`src/rtl/psd_pkg.sv`:
```
// ----------------------------------------------------------------------------
// psd_pkg
// Shared constants for the point-segment distance pipeline.
// ----------------------------------------------------------------------------
package psd_pkg;

    localparam int COORD_WIDTH_DEF = 16;
    // fraction bits of the projection parameter t (1.0 = 2^T_FRAC)
    localparam int T_FRAC = 16;

endpackage

```
`src/rtl/psd_sqrt.sv`:
```
// ----------------------------------------------------------------------------
// psd_sqrt
// Pipelined floor integer square root, one result bit per stage
// (restoring digit recurrence on the remainder).
// ----------------------------------------------------------------------------
module psd_sqrt #(
    parameter int RW = 17
) (
    input  logic            i_clk,
    input  logic            i_rst_n,
    input  logic            i_en,
    input  logic            i_valid,
    input  logic [2*RW-1:0] i_sq,
    output logic            o_valid,
    output logic [RW-1:0]   o_root
);
    import psd_pkg::*;

    logic [RW-1:0]   r_v;
    logic [2*RW-1:0] r_n    [RW];
    logic [RW-1:0]   r_root [RW];
    logic [RW+1:0]   r_rem  [RW];

    always_ff @(posedge i_clk) begin
        if (!i_rst_n) begin
            r_v <= '0;
        end else if (i_en) begin
            r_v <= {r_v[RW-2:0], i_valid};
        end
    end

    // each stage brings down two radicand bits and decides one root bit
    always_ff @(posedge i_clk) begin
        if (i_en) begin
            for (int s = 0; s < RW; s++) begin
                logic [RW+1:0] cur;
                logic [RW+1:0] trial;
                logic [RW-1:0] rt;
                logic [2*RW-1:0] nn;
                if (s == 0) begin
                    cur = {{RW{1'b0}}, i_sq[2*RW-1 -: 2]};
                    rt  = '0;
                    nn  = {i_sq[2*RW-3:0], 2'b00};
                end else begin
                    cur = {r_rem[s-1][RW-1:0], r_n[s-1][2*RW-1 -: 2]};
                    rt  = r_root[s-1];
                    nn  = {r_n[s-1][2*RW-3:0], 2'b00};
                end
                trial = {rt, 2'b01};
                r_n[s] <= nn;
                if (cur >= trial) begin
                    r_rem[s]  <= cur - trial;
                    r_root[s] <= {rt[RW-2:0], 1'b1};
                end else begin
                    r_rem[s]  <= cur;
                    r_root[s] <= {rt[RW-2:0], 1'b0};
                end
            end
        end
    end

    assign o_valid = r_v[RW-1];
    assign o_root  = r_root[RW-1];

    a_v_stall: assert property (@(posedge i_clk) disable iff (!i_rst_n)
        !i_en |=> $stable(r_v))
        else $error("psd_sqrt: valid moved during stall");
    a_root_stall: assert property (@(posedge i_clk) disable iff (!i_rst_n)
        (!i_en && o_valid) |=> $stable(o_root))
        else $error("psd_sqrt: root changed during stall");
    a_first_bit: assert property (@(posedge i_clk) disable iff (!i_rst_n)
        (i_en && i_valid && i_sq == '0) |=> (r_root[0] == '0))
        else $error("psd_sqrt: nonzero root of zero");
endmodule

```
`config.mk`:
```
export PLATFORM = sky130hd
export DESIGN_NAME = psd_sqrt
export DESIGN_NICKNAME = d
export VERILOG_FILES = /design/src/rtl/psd_pkg.sv /design/src/rtl/psd_sqrt.sv
export SDC_FILE = /design/constraint.sdc
export NUM_CORES = 1
export LEC_CHECK = 0
export BUFFER_PORTS_ARGS = -buffer_cell sky130_fd_sc_hd__buf_2
export CAP_MARGIN = 20
export CORE_UTILIZATION = 50
export DETAILED_ROUTE_END_ITERATION = 8
export PLACE_DENSITY = 0.68
export SLEW_MARGIN = 20
export SYNTH_ARGS = -nofsm -noshare
export SYNTH_HDL_FRONTEND = slang
export SYNTH_SLANG_ARGS = --single-unit
```
`constraint.sdc`:
```
create_clock -name i_clk -period 2.9 [get_ports i_clk]
set_clock_uncertainty 0.2 [all_clocks]
set_input_delay 0.87 -clock i_clk [delete_from_list [all_inputs] [get_ports i_clk]]
set_output_delay 0.87 -clock i_clk [all_outputs]
set_load 0.05 [all_outputs]
```
== Word level (Yosys, flattened, before mapping) ==
Memory sizes are Yosys's and may differ from the RTL's.
Cells that the tools add are included.

* Word-level logic and storage cells: 261
* Bits of input ports: 38
* RAM bits: 1190
* Memories kept: 3
* Register bits: 17
* Output and inout bits: 18

* Bitwise gates (word level): 34
* Multiplexer cells: 189
* $add $sub $neg: 17
* $lt $le $gt $ge: 17

{| class="wikitable"
|+ Memories
! memory !! depth !! width !! read ports !! clocked after memory_dff !! wr ports !! RTL line !! source
|-
| r_n || 17 || 34 || 16 || 0 || 17 || psd_sqrt.sv:20 || <nowiki>logic [2*RW-1:0] r_n [RW];</nowiki>
|-
| r_rem || 17 || 19 || 16 || 0 || 17 || psd_sqrt.sv:22 || <nowiki>logic [RW+1:0] r_rem [RW];</nowiki>
|-
| r_root || 17 || 17 || 17 || 0 || 17 || psd_sqrt.sv:21 || <nowiki>logic [RW-1:0] r_root [RW];</nowiki>
|}

{| class="wikitable"
|+ Operators by type and width
! kind !! count
|-
| $mux 19 || 34
|-
| $mux 17 || 34
|-
| $mux 34 || 17
|-
| $ge 19x19->1 || 17
|-
| $sub 19x19->19 || 17
|-
| $mux 1 || 104
|-
| $or 1x1->1 || 34
|}

== Logic depth before layout (Yosys ltp) ==
* Depth after elaboration: 6
* Mapped depth: 11

== Worst setup path before layout ==
OpenSTA, ideal clock, no wires.

* Path kind: in2reg
* From: input port i_en
* To: memory r_rem[14][0] in the netlist's numbering (enable)
* Slack: -0.024 ns
* Cell stages on the path: 3
* Library setup time: 0.400 ns
* Data required time: 2.300 ns
* Arrival time: 2.324 ns
* Path through: clkbuf_1 -> clkbuf_1 -> clkbuf_1

{| class="wikitable"
|+ RTL lines
! item !! RTL line !! source
|-
| start: declaration || psd_sqrt.sv:11 || <nowiki>input logic i_en,</nowiki>
|-
| end: declaration || psd_sqrt.sv:22 ||
|}

==> impl_metrics.csv <==
group,metric,value,unit
drt,wl,61.86,mm
power,sw_frac_of_total,25.53,%
timing,hold_ws,0.1980,ns
timing,period_share,98.18,%
final_layout,final_cells,3622,
place,dp.cells,3479,
worst_setup_path,cp_top_family,"compound AO/OA/AOI/OAI gates",
synth,yosysMostFrequentCell,"edfxtp_1",
floorplanning,chipHeight,258.2,um
synth,synthAdderAreaFrac,6.521,%
power,powerDensity,707.9,nW/um^2
synth,synthSimpleGateAreaFrac,10.04,%
power,comb_power_share,16.7,%
synth,synth_top_family_by_area,"simple AND/OR/NAND/NOR gates",
synth,synth_compound_area_share,9.721,%
floorplanning,chipWidth,258.2,um
floorplanning,core,64700,um^2
grt,use_met3,2.915,%
worst_setup_path,worstSetupEndpointType,"flip-flop",
power,p_leak,0.01472,uW
final_layout,design_area,37760,um^2
run,drv_cap,0,
final_layout,fill_cells,5160,
grt,grt_pass1_wl,98.63,mm
synth,synth-edff-count,678,
grt,gr-total-overflow,0,
drt,drtAntennaViolNets,0,
floorplanning,fp-row-count,93,
cts,ctsHtreeMaxLevel,3,
synth,ys_seq_elements,696,
place,place_area,35080,um^2
worst_setup_path,worst_setup_path_start_kind,"flip-flop",
floorplanning,start_util,50.71,%
cts,cts_buffer_depth,3,
final_layout,drive_gt1_share,15.76,%
worst_setup_path,cp_slowest_cell,"edfxtp_1",
synth,synthXorXnorAreaFrac,4.405,%
synth,ys.flop_type,"edfxtp_1",
worst_setup_path,required,3.08,ns
synth,synthCells,2482,
run_status,status,"finished, final reports clean",
grt,grt_use_met1,25.16,%
synth,synth.area.top_cells,"edfxtp_1, ha_1, xnor2_1, inv_1, xor2_1",
grt,top_usage_layer,"met2",
power,ir_worst_vdd,478.8,uV
cts,clkTransAtPathRegs,0.06,ns
cts,cts.sinks,696,
drt,via_per_inst,5.481,
floorplanning,die_area,66650,um^2
synth,async_flop_share,0,%
drt,vias,19853,
grt,grt_pass1_vias,19413,
timing,hold_viol_final,0,
drt,avgRoutedWirePerCell,17.08,um
worst_setup_path,cp_num_buf_inv,1,
power,p_switching,6826,uW
synth,syn_area,32810,um^2
synth,yosysWarningCount,0,
place,io_buffers,55,
power,p_int,19910,uW
timing,finalSetupViolCount,0,
cts,postCtsHoldBufs,0,
timing,setup_tns,0,ns
synth,yosysTopAreaCell,"edfxtp_1",
timing,slew_headroom,30.44,%
timing,max_clock_freq,0.3512,GHz
grt,grtUsageMet2,30.08,%
synth,synth_mux_area_share,2.990,%
cts,ctsRootBufferMaster,"clkbuf_16",
cts,numCtsBuffers,75,
drt,drtIter0Drc,1270,
timing,final.min_clock_period,2.847,ns
final_layout,fin_nets,2915,
power,seqPwrFrac,48.5,%
synth,yosysUniqueCellTypes,95,
synth,syn_avg_cell_area,13.22,um^2
final_layout,antenna_cells,0,
worst_setup_path,path_class,"reg -> reg",
place,finalWeightedCongestion,0.8763,
worst_setup_path,worstPathMaxFanout,7,
cts,cts_tree,"yes",
worst_setup_path,path_cells,"ha_4, a21o_1, a21o_1, a221o_1, a21o_1, a31oi_4, clkbuf_16, mux2_2",
worst_setup_path,crit_top_cell,"a21o_1",
grt,antenna_found_initial,1,
final_layout,synthToLayoutAreaGrowth,15.09,%
grt,grt_use_total,18.43,%
synth,synth_top_area_share,62.05,%
worst_setup_path,arrival,3.02,ns
drt,dr.pass1.iters,7,
worst_setup_path,max_stage_delay,0.46,ns
timing,worst_slack,0.05292,ns
timing,report.final.slew_viol_count,0,
worst_hold_path,hp-class,"reg -> reg",
grt,grt_max_degree,193,
timing,worst_pin_slew,1.043,ns
cts,insertion_delay,0.62,ns
floorplanning,ios,56,
place,place_hpwl,44.18,mm
drt,post-route-drc-count,0,
synth,yosys-top-cells-count,"edfxtp_1, inv_1, ha_1",
power,clockPowerShare,34.8,%
synth,synth_fp_nets,2691,
synth,synth.yosys.seq_area_share,63.15,%
place,place_ws,-0.1771,ns
[final timing paths]
path / from / endpoint / slack [ns] / cells after the start
max: r_rem[14][11] / r_rem[15][6] / 0.05 / 8
min: r_n[0][506] / r_n[0][542] / 0.20 / 0
max reg2reg: r_rem[14][11] / r_rem[15][6] / 0.05 / 8
min reg2reg: r_n[0][506] / r_n[0][542] / 0.20 / 0
[layer usage]
layer | share of wire (%) | up-vias
met5 | 0 | -
li1 | - | 9728
met1 | 46 | 9576
met2 | 47 | 443
met4 | 2.3 | 0
met3 | 4.4 | 106
[registers in the layout, indices dropped and copies added (netlist names)]
register and count:
r_n 272, r_rem 254, r_root 153, r_v 17
[per-stage QoR]
stage               utilization [%]  total power [uW]
floorplan                         -             15990
global placement              54.22             17350
detailed placement            54.22             17470
CTS                           58.02             26910
global route                  58.37             27980
finish                        58.37             26730
[cell type report]
cell class                      instances  area [um^2]  area share (%)
Sequential cell                       696        20720           54.87
Tap cell                              855         1070           2.833
Timing Repair Buffer                  205         1520           4.026
Inverter                              205        772.0           2.044
Multi-Input combinational cell       1523        11240           29.76
Clock inverter                         40        365.4          0.9675
Clock buffer                           98         2077           5.500
[power by group through the flow]
stage	Combinational, uW	Clock [uW]	Sequential (uW)
6_report	4460	9320	13000
3_5_place_dp	4320	0	13100
5_1_grt	4960	9960	13100
3_3_place_gp	4220	0	13100
4_1_cts	4360	9590	13000
2_1_floorplan	3060	0	12900
[repair_timing]
action / in CTS / in global routing
pin swaps: 0 / 4
setup buffers: 0 / 3
endpoints found under the setup margin: 14 / 79
gates resized for setup: 3 / 35
cloned: 0 / 2
[logic make-up after synthesis]
logic type                 count (synthesis)
AOI/OAI and AO/OA                        481
xor gates and xnor gates                 165
adders and majority gates                171
buffers and inverters                    264
DFF                                      696
muxes                                     87
and+or+nand+nor                          618
[placed cells by master (no fill, tap or decap), types with 21 or more instances in the layout]
cell / n
a21o_1: 38
o21a_1: 44
a21oi_1: 110
nand4_1: 21
xor2_1: 75
clkbuf_16: 79
edfxtp_1: 678
and2_1: 27
buf_4: 141
nor3_1: 60
mux2_2: 36
nand3_1: 40
o21ai_0: 117
inv_1: 201
ha_1: 163
nor4_1: 35
nor2b_1: 42
nand2b_1: 24
nor2_1: 145
nand2_1: 119
mux2i_1: 26
or3_1: 21
xnor2_1: 90
buf_2: 54
No activity file was read; power rests on OpenSTA's default activity.
