===== config.mk =====
export PLATFORM = sky130hd
export DESIGN_NAME = psd_div
export DESIGN_NICKNAME = d
export VERILOG_FILES = /design/src/rtl/psd_pkg.sv /design/src/rtl/psd_div.sv
export SDC_FILE = /design/constraint.sdc
export NUM_CORES = 2
export LEC_CHECK = 0
export ABC_AREA = 1
export BUFFER_PORTS_ARGS = -buffer_cell sky130_fd_sc_hd__buf_2
export CORE_MARGIN = 2
export CORE_UTILIZATION = 50
export DETAILED_ROUTE_END_ITERATION = 10
export GPL_TIMING_DRIVEN = 0
export PLACE_DENSITY = 0.71
export SYNTH_ARGS = -nofsm -noshare
export SYNTH_HDL_FRONTEND = slang
export SYNTH_SLANG_ARGS = --single-unit
export TNS_END_PERCENT = 20

===== constraint.sdc =====
create_clock -name i_clk -period 3.1 [get_ports i_clk]
set_clock_uncertainty 0.05 [all_clocks]
set_input_delay 0.31 -clock i_clk [delete_from_list [all_inputs] [get_ports i_clk]]
set_output_delay 0.31 -clock i_clk [all_outputs]
set_load 0.02 [all_outputs]

===== src/rtl/psd_pkg.sv =====
// ----------------------------------------------------------------------------
// psd_pkg
// Shared constants for the point-segment distance pipeline.
// ----------------------------------------------------------------------------
package psd_pkg;

    localparam int COORD_WIDTH_DEF = 16;
    // fraction bits of the projection parameter t (1.0 = 2^T_FRAC)
    localparam int T_FRAC = 16;

endpackage


===== src/rtl/psd_div.sv =====
// ----------------------------------------------------------------------------
// psd_div
// Pipelined restoring divider: t = dot / len2 as Q1.T_FRAC, one quotient bit
// per stage, with zero and saturation handling in front.
// ----------------------------------------------------------------------------
module psd_div #(
    parameter int DW = 36,
    parameter int PW = 20
) (
    input  logic          i_clk,
    input  logic          i_rst_n,
    input  logic          i_en,
    input  logic          i_valid,
    input  logic [DW-1:0] i_dot,
    input  logic          i_dot_pos,
    input  logic [DW-1:0] i_len2,
    input  logic [PW-1:0] i_pass,
    output logic          o_valid,
    output logic [psd_pkg::T_FRAC:0] o_t,
    output logic [PW-1:0] o_pass
);
    import psd_pkg::*;

    localparam int NS = T_FRAC + 1;

    logic [NS-1:0]          r_v;
    logic [DW:0]            r_rem  [NS];
    logic [DW-1:0]          r_den  [NS];
    logic [T_FRAC:0]        r_q    [NS];
    logic                   r_run  [NS];
    logic [PW-1:0]          r_pass [NS];

    // stage 0: classify; later stages: one restoring step each
    always_ff @(posedge i_clk) begin
        if (!i_rst_n) begin
            r_v <= '0;
        end else if (i_en) begin
            r_v <= {r_v[NS-2:0], i_valid};
        end
    end

    always_ff @(posedge i_clk) begin
        if (i_en) begin
            r_den[0]  <= i_len2;
            r_pass[0] <= i_pass;
            r_rem[0]  <= {1'b0, i_dot};
            if (!i_dot_pos) begin
                r_q[0]   <= '0;
                r_run[0] <= 1'b0;
            end else if (i_dot >= i_len2) begin
                r_q[0]   <= (T_FRAC+1)'(1) << T_FRAC;
                r_run[0] <= 1'b0;
            end else begin
                r_q[0]   <= '0;
                r_run[0] <= 1'b1;
            end
            for (int s = 1; s < NS; s++) begin
                logic [DW:0] sh;
                sh = {r_rem[s-1][DW-1:0], 1'b0};
                r_den[s]  <= r_den[s-1];
                r_pass[s] <= r_pass[s-1];
                r_run[s]  <= r_run[s-1];
                if (r_run[s-1] && sh >= {1'b0, r_den[s-1]}) begin
                    r_rem[s] <= sh - {1'b0, r_den[s-1]};
                    r_q[s]   <= {r_q[s-1][T_FRAC-1:0], 1'b1};
                end else begin
                    r_rem[s] <= sh;
                    r_q[s]   <= r_run[s-1] ? {r_q[s-1][T_FRAC-1:0], 1'b0} : r_q[s-1];
                end
            end
        end
    end

    assign o_valid = r_v[NS-1];
    assign o_t     = r_q[NS-1];
    assign o_pass  = r_pass[NS-1];

    // a saturated or zero quotient stays fixed through the divider
    a_sat_hold: assert property (@(posedge i_clk) disable iff (!i_rst_n)
        (i_en && !r_run[0] && r_v[0]) |=> (r_q[1] == $past(r_q[0])))
        else $error("psd_div: fixed quotient changed");
    a_q_range: assert property (@(posedge i_clk) disable iff (!i_rst_n)
        o_valid |-> (!o_t[T_FRAC] || o_t[T_FRAC-1:0] == '0))
        else $error("psd_div: t above one");
    a_v_flow: assert property (@(posedge i_clk) disable iff (!i_rst_n)
        !i_en |=> $stable(r_v))
        else $error("psd_div: valid moved during stall");
endmodule


Word level (Yosys, flattened, before mapping)

Memory sizes are Yosys's and may differ from the RTL's.
Cells that the tools add are included.

Add/sub/neg operators: 16
$lt $le $gt $ge: 17
Mux-type cells: 161
Bitwise gates (word level): 36
Reduce and logical (&&, ||, !) cells: 16

Operator list:

| cell              | number |
|---|---|
| $ge 37x36->1      | 16 |
| $mux 37           | 16 |
| $sub 37x36->37    | 16 |
| $mux 17           | 34 |
| $mux 1            | 111 |
| $ge 36x36->1      | 1 |
| $or 1x1->1        | 36 |
| $logic_and 1x1->1 | 16 |

Register bits: 17
Memory bits (writable): 1,887
Word-level logic and storage cells: 252
Memories: 5

Memory list:

| name   | depth | bits a word | read ports | clocked after Yosys merged registers in | write ports | RTL line      | source |
|---|---|---|---|---|---|---|---|
| r_rem  | 17    | 37          | 16         | 0                                       | 17          | psd_div.sv:27 | `logic [DW:0] r_rem [NS];` |
| r_den  | 17    | 36          | 16         | 0                                       | 17          | psd_div.sv:28 | `logic [DW-1:0] r_den [NS];` |
| r_pass | 17    | 20          | 17         | 0                                       | 17          | psd_div.sv:31 | `logic [PW-1:0] r_pass [NS];` |
| r_q    | 17    | 17          | 17         | 0                                       | 17          | psd_div.sv:29 | `logic [T_FRAC:0] r_q [NS];` |
| r_run  | 17    | 1           | 16         | 0                                       | 17          | psd_div.sv:30 | `logic r_run [NS];` |

Longest topological paths before layout

Word-level depth: 7
Depth in mapped cells: 17
Gate-level depth less buffers: 16

Worst setup path after synthesis

No wires, ideal clock.

Kind: input to register
Start: input i_en
End: memory r_q[10][0] (netlist bit) (enable)
Setup time: 0.421 ns
Data arrival time: 1.888 ns
Data required time: 2.629 ns
Path slack: 0.741 ns
Stages on the path: 2
Cell sequence: clkbuf_1 -> clkbuf_1

RTL lines:

| element         | RTL line      | source |
|---|---|---|
| start, declared | psd_div.sv:12 | `input logic i_en,` |
| end, declared   | psd_div.sv:29 |  |

==> summary.txt <==
Power and ir drop
  • Clock power share: 24.8%
  • Sw frac: 39.58%
  • Seq pwr share: 36.5%
  • Switching Power: 34,750 uW
  • Comb pwr share: 38.7%
  • Leakage: 0.05665 uW
  • Int Pwr: 53,040 uW
  • Power density over cell area: 759.2 nW/um^2
  • IR Drop Worst-Case VDD: 0.6567 mV

Routing
  • Vias: 84.65k
  • Vias per cell: 5.226
  • Iteration-0 DRC Markers: 9,511
  • Router iterations before antenna repair: 8
  • WL/cell: 19.41 um
  • Post-route DRC: 0
  • Final ANT Viol Nets: 0
  • Total Wirelength: 314,500 um

Critical path
  • Critical Path RT: 3.63 ns
  • Critical-path maximum fanout: 10
  • CP Capture Type: flip-flop
  • Most used cell, CP: nand2_1
  • WP data arrival: 3.70 ns
  • Worst path cell trace: ha_1, a21oi_1, o21ai_1, a21oi_2, nand3_2, nand2_1, nand2_1, nand2_1, buf_6, buf_4, o21ai_0
  • CP peak stage delay: 0.42 ns
  • Crit Path Class: reg -> reg
  • Critical Path Source Type: flip-flop
  • Slowest CP cell: edfxtp_1

Synthesis
  • Largest area contributor in the netlist: edfxtp_1
  • Synth top area share: 48.25%
  • Synthesis-stage register bit count: 1,678
  • Post-synth EDFFs: 1,661
  • Post-synthesis cell count: 12.90k
  • Ys flop type: edfxtp_1
  • Async set or reset register ratio after synthesis: 0%
  • Post-synth net total: 13.62k
  • Top cells by instance count after synthesis: nand2_1 (4,897), inv_1 (2,250), edfxtp_1 (1,661)
  • Synth area leaders: edfxtp_1 (48%), nand2_1 (18%), inv_1 (8.2%)
  • Synth warn: 0
  • Synth unique cells: 46
  • Seq/Total Area, Yosys: 48.58%
  • Mapped Area: 103,400 sq um
  • Syn_area_per_cell: 8.016 sq um
  • Most common cell in the netlist: nand2_1

Clocking
  • Root Buffer: clkbuf_16
  • Sink Count: 1,678
  • CTS buffer count: 180
  • Max clock buf depth: 3
  • Clk Latency, worst-skew pair: 0.86 ns
  • Clk slew on worst S/H paths: 0.07 ns
  • CTS tree: yes
  • H-tree depth: 4

Final layout
  • # nets final: 14.08k
  • Synth-to-Final Area Change: 11.87%
  • Filler instances: 19.05k
  • Fraction of layout instances using a drive strength above 1: 5.974%
  • Final Non-Filler Cells: 16.20k

Global routing
  • Initial antenna violation count: 5
  • Largest net degree at the start of global routing: 131
  • First-pass GRT wire length: 468,100 um
  • Vias in the first global route: 77.54k
  • Aggregate global-route resource usage: 29.38%
  • Gr ovfl total: 0

STA
  • Hold Vio Cnt, Final: 0
  • Crit share post-route: 102.3%
  • Final worst slack: -0.07280 ns
  • Slew Limit Fails: 0
  • Rel. slew slack: 6.544%
  • Post-route minimum period: 3.173 ns
  • RSZ-0062 raised after global routing: yes
  • Slew at the pin closest to its max-slew limit: 1.402 ns
  • Highest Clock Rate: 315.2 MHz
  • Setup violators final: 1
  • Setup_tns: -0.07280 ns

Min path
  • Min-Delay Path Class: in -> reg

Floorplanning
  • Die area: 210,400 sq um
  • Initial Utilization: 50.43%
  • Die span in y: 458.7 um
  • Core box area: 205,000 sq um
  • # IOs: 135
  • Row count: 166
  • Die W: 458.7 um

Placement
  • Port Buf Inserts: 134
  • Placer Congestion: 0.9978
  • Placed Instances: 15.74k
  • DPL Wire Length: 252,600 um

Status
  • Outcome: finished, violations left
  • Failing checks: setup timing

Job
  • Max_cap viols: 0
logic make-up (layout without fill, tap and decap cells):
group                    count (synthesis)  after routing  synth area share (%)
adder cells (fa/ha/maj)                626            626                 7.686
buffers and inverters                 2415           3027                 9.219
AO/OA/AOI/OAI                          935            935                 5.079
flip-flops                            1678           1678                 48.58
XOR/XNOR                               290            290                 2.457
AND/OR/NAND/NOR                       6940           6940                 26.86
multiplexers                            13             13                0.1259
other                                    0              1                     0
path summary, 6_finish.rpt:
| kind | start | depth (start not counted) | slack, ns | end |
|---|---|---|---|---|
| worst max-delay path | r_rem[2][19] | 11 | -0.07 | r_q[3][0] |
| worst min-delay path | i_en | 2 | 0.03 | r_pass[0][33] |
| worst max register to register | r_rem[2][19] | 11 | -0.07 | r_q[3][0] |
| worst min register to register | r_pass[0][122] | 0 | 0.36 | r_pass[0][142] |
final cells by class:
class / instances / area [sq um] / area share (%)
flip-flops and latches: 1678 / 50220 / 43.43
diodes: 1 / 2.502 / 0.002164
well taps: 2688 / 3363 / 2.908
repair buffers: 282 / 2560 / 2.214
multi-input cells: 8804 / 43870 / 37.94
clock inverters: 115 / 1369 / 1.184
plain buffers: 151 / 1061 / 0.9175
inverters: 2264 / 8499 / 7.350
clock buffers: 215 / 4698 / 4.063
routing by layer:
layer	vias up	part of all wire (%)	global-route usage, %	wire length [um]
met1	39190	46	43.49	143400
li1	42060	-	-	-
met4	2	2.2	7.179	7020
met3	358	8.4	4.572	26530
met5	-	0.0029	0	9
met2	3044	44	45.08	137500
layout by cell type, fill, tap and decap left out, types with 18 or more instances in the layout:
cell              n
clkbuf_1         58
xor2_1          151
nand2_1        4893
nand3_1         640
o21ai_1          36
ha_1            606
edfxtp_1       1661
inv_1          2248
buf_2           162
xnor2_1         139
clkinv_2         30
nor3_1           71
or2_2            18
o21ai_2          60
clkbuf_16       182
o21ai_0         284
buf_12           18
buf_4            52
nand4_1         119
clkinv_1         28
nor2_2           45
buf_6            39
dlygate4sd3_1    98
a21o_1           21
o21bai_1         64
a21oi_1         421
clkbuf_2         21
nor2_1         1043
registers in the layout, summed over array words and instances (netlist names):
signal	flops
r_v	17
r_run	16
r_pass	340
r_q	153
r_den	576
r_rem	576
what timing repair did:
| action | in CTS | in global routing |
|---|---|---|
| buffers inserted | 1 | 19 |
| gates resized for setup | 22 | 66 |
| setup endpoints to repair | 1133 | 345 |
| hold buffers | 100 | 0 |
| cloned | 5 | 0 |
| endpoints found under the hold margin | 179 | 0 |
through the flow:
step                      total power [uW]  worst slack, ns  area, sq um  util [%]  hold slack [ns]
after global routing                 93240         -0.04510       115600     56.41          0.03784
after floorplan                      54670           0.7411       103400         -           0.3503
after detailed placement             65160           -1.924       108000     52.67           0.3545
final                                87800         -0.07280       115600     56.41          0.02869
after global placement               65420           -17.05       107400     52.40           0.3502
after CTS                            87330         0.006122       115300     56.23       0.00006006
worst max-delay path: cells and delay by family (launching register included):
family	cells	cell delay, ns
buf+inv	2	0.47
flops	1	0.42
simple gates	4	0.62
compound gates	4	0.93
fa+ha+maj	1	0.39
power by group through the flow:
stage / registers [uW] / clock network, uW / logic, uW
after CTS: 32000 / 22200 / 33100
after detailed placement: 32500 / 0 / 32700
after global placement: 32900 / 0 / 32600
after floorplan: 31000 / 0 / 23700
final: 32000 / 21800 / 34000
after global routing: 32200 / 23100 / 37900
Power figures use the tool's default switching activity.
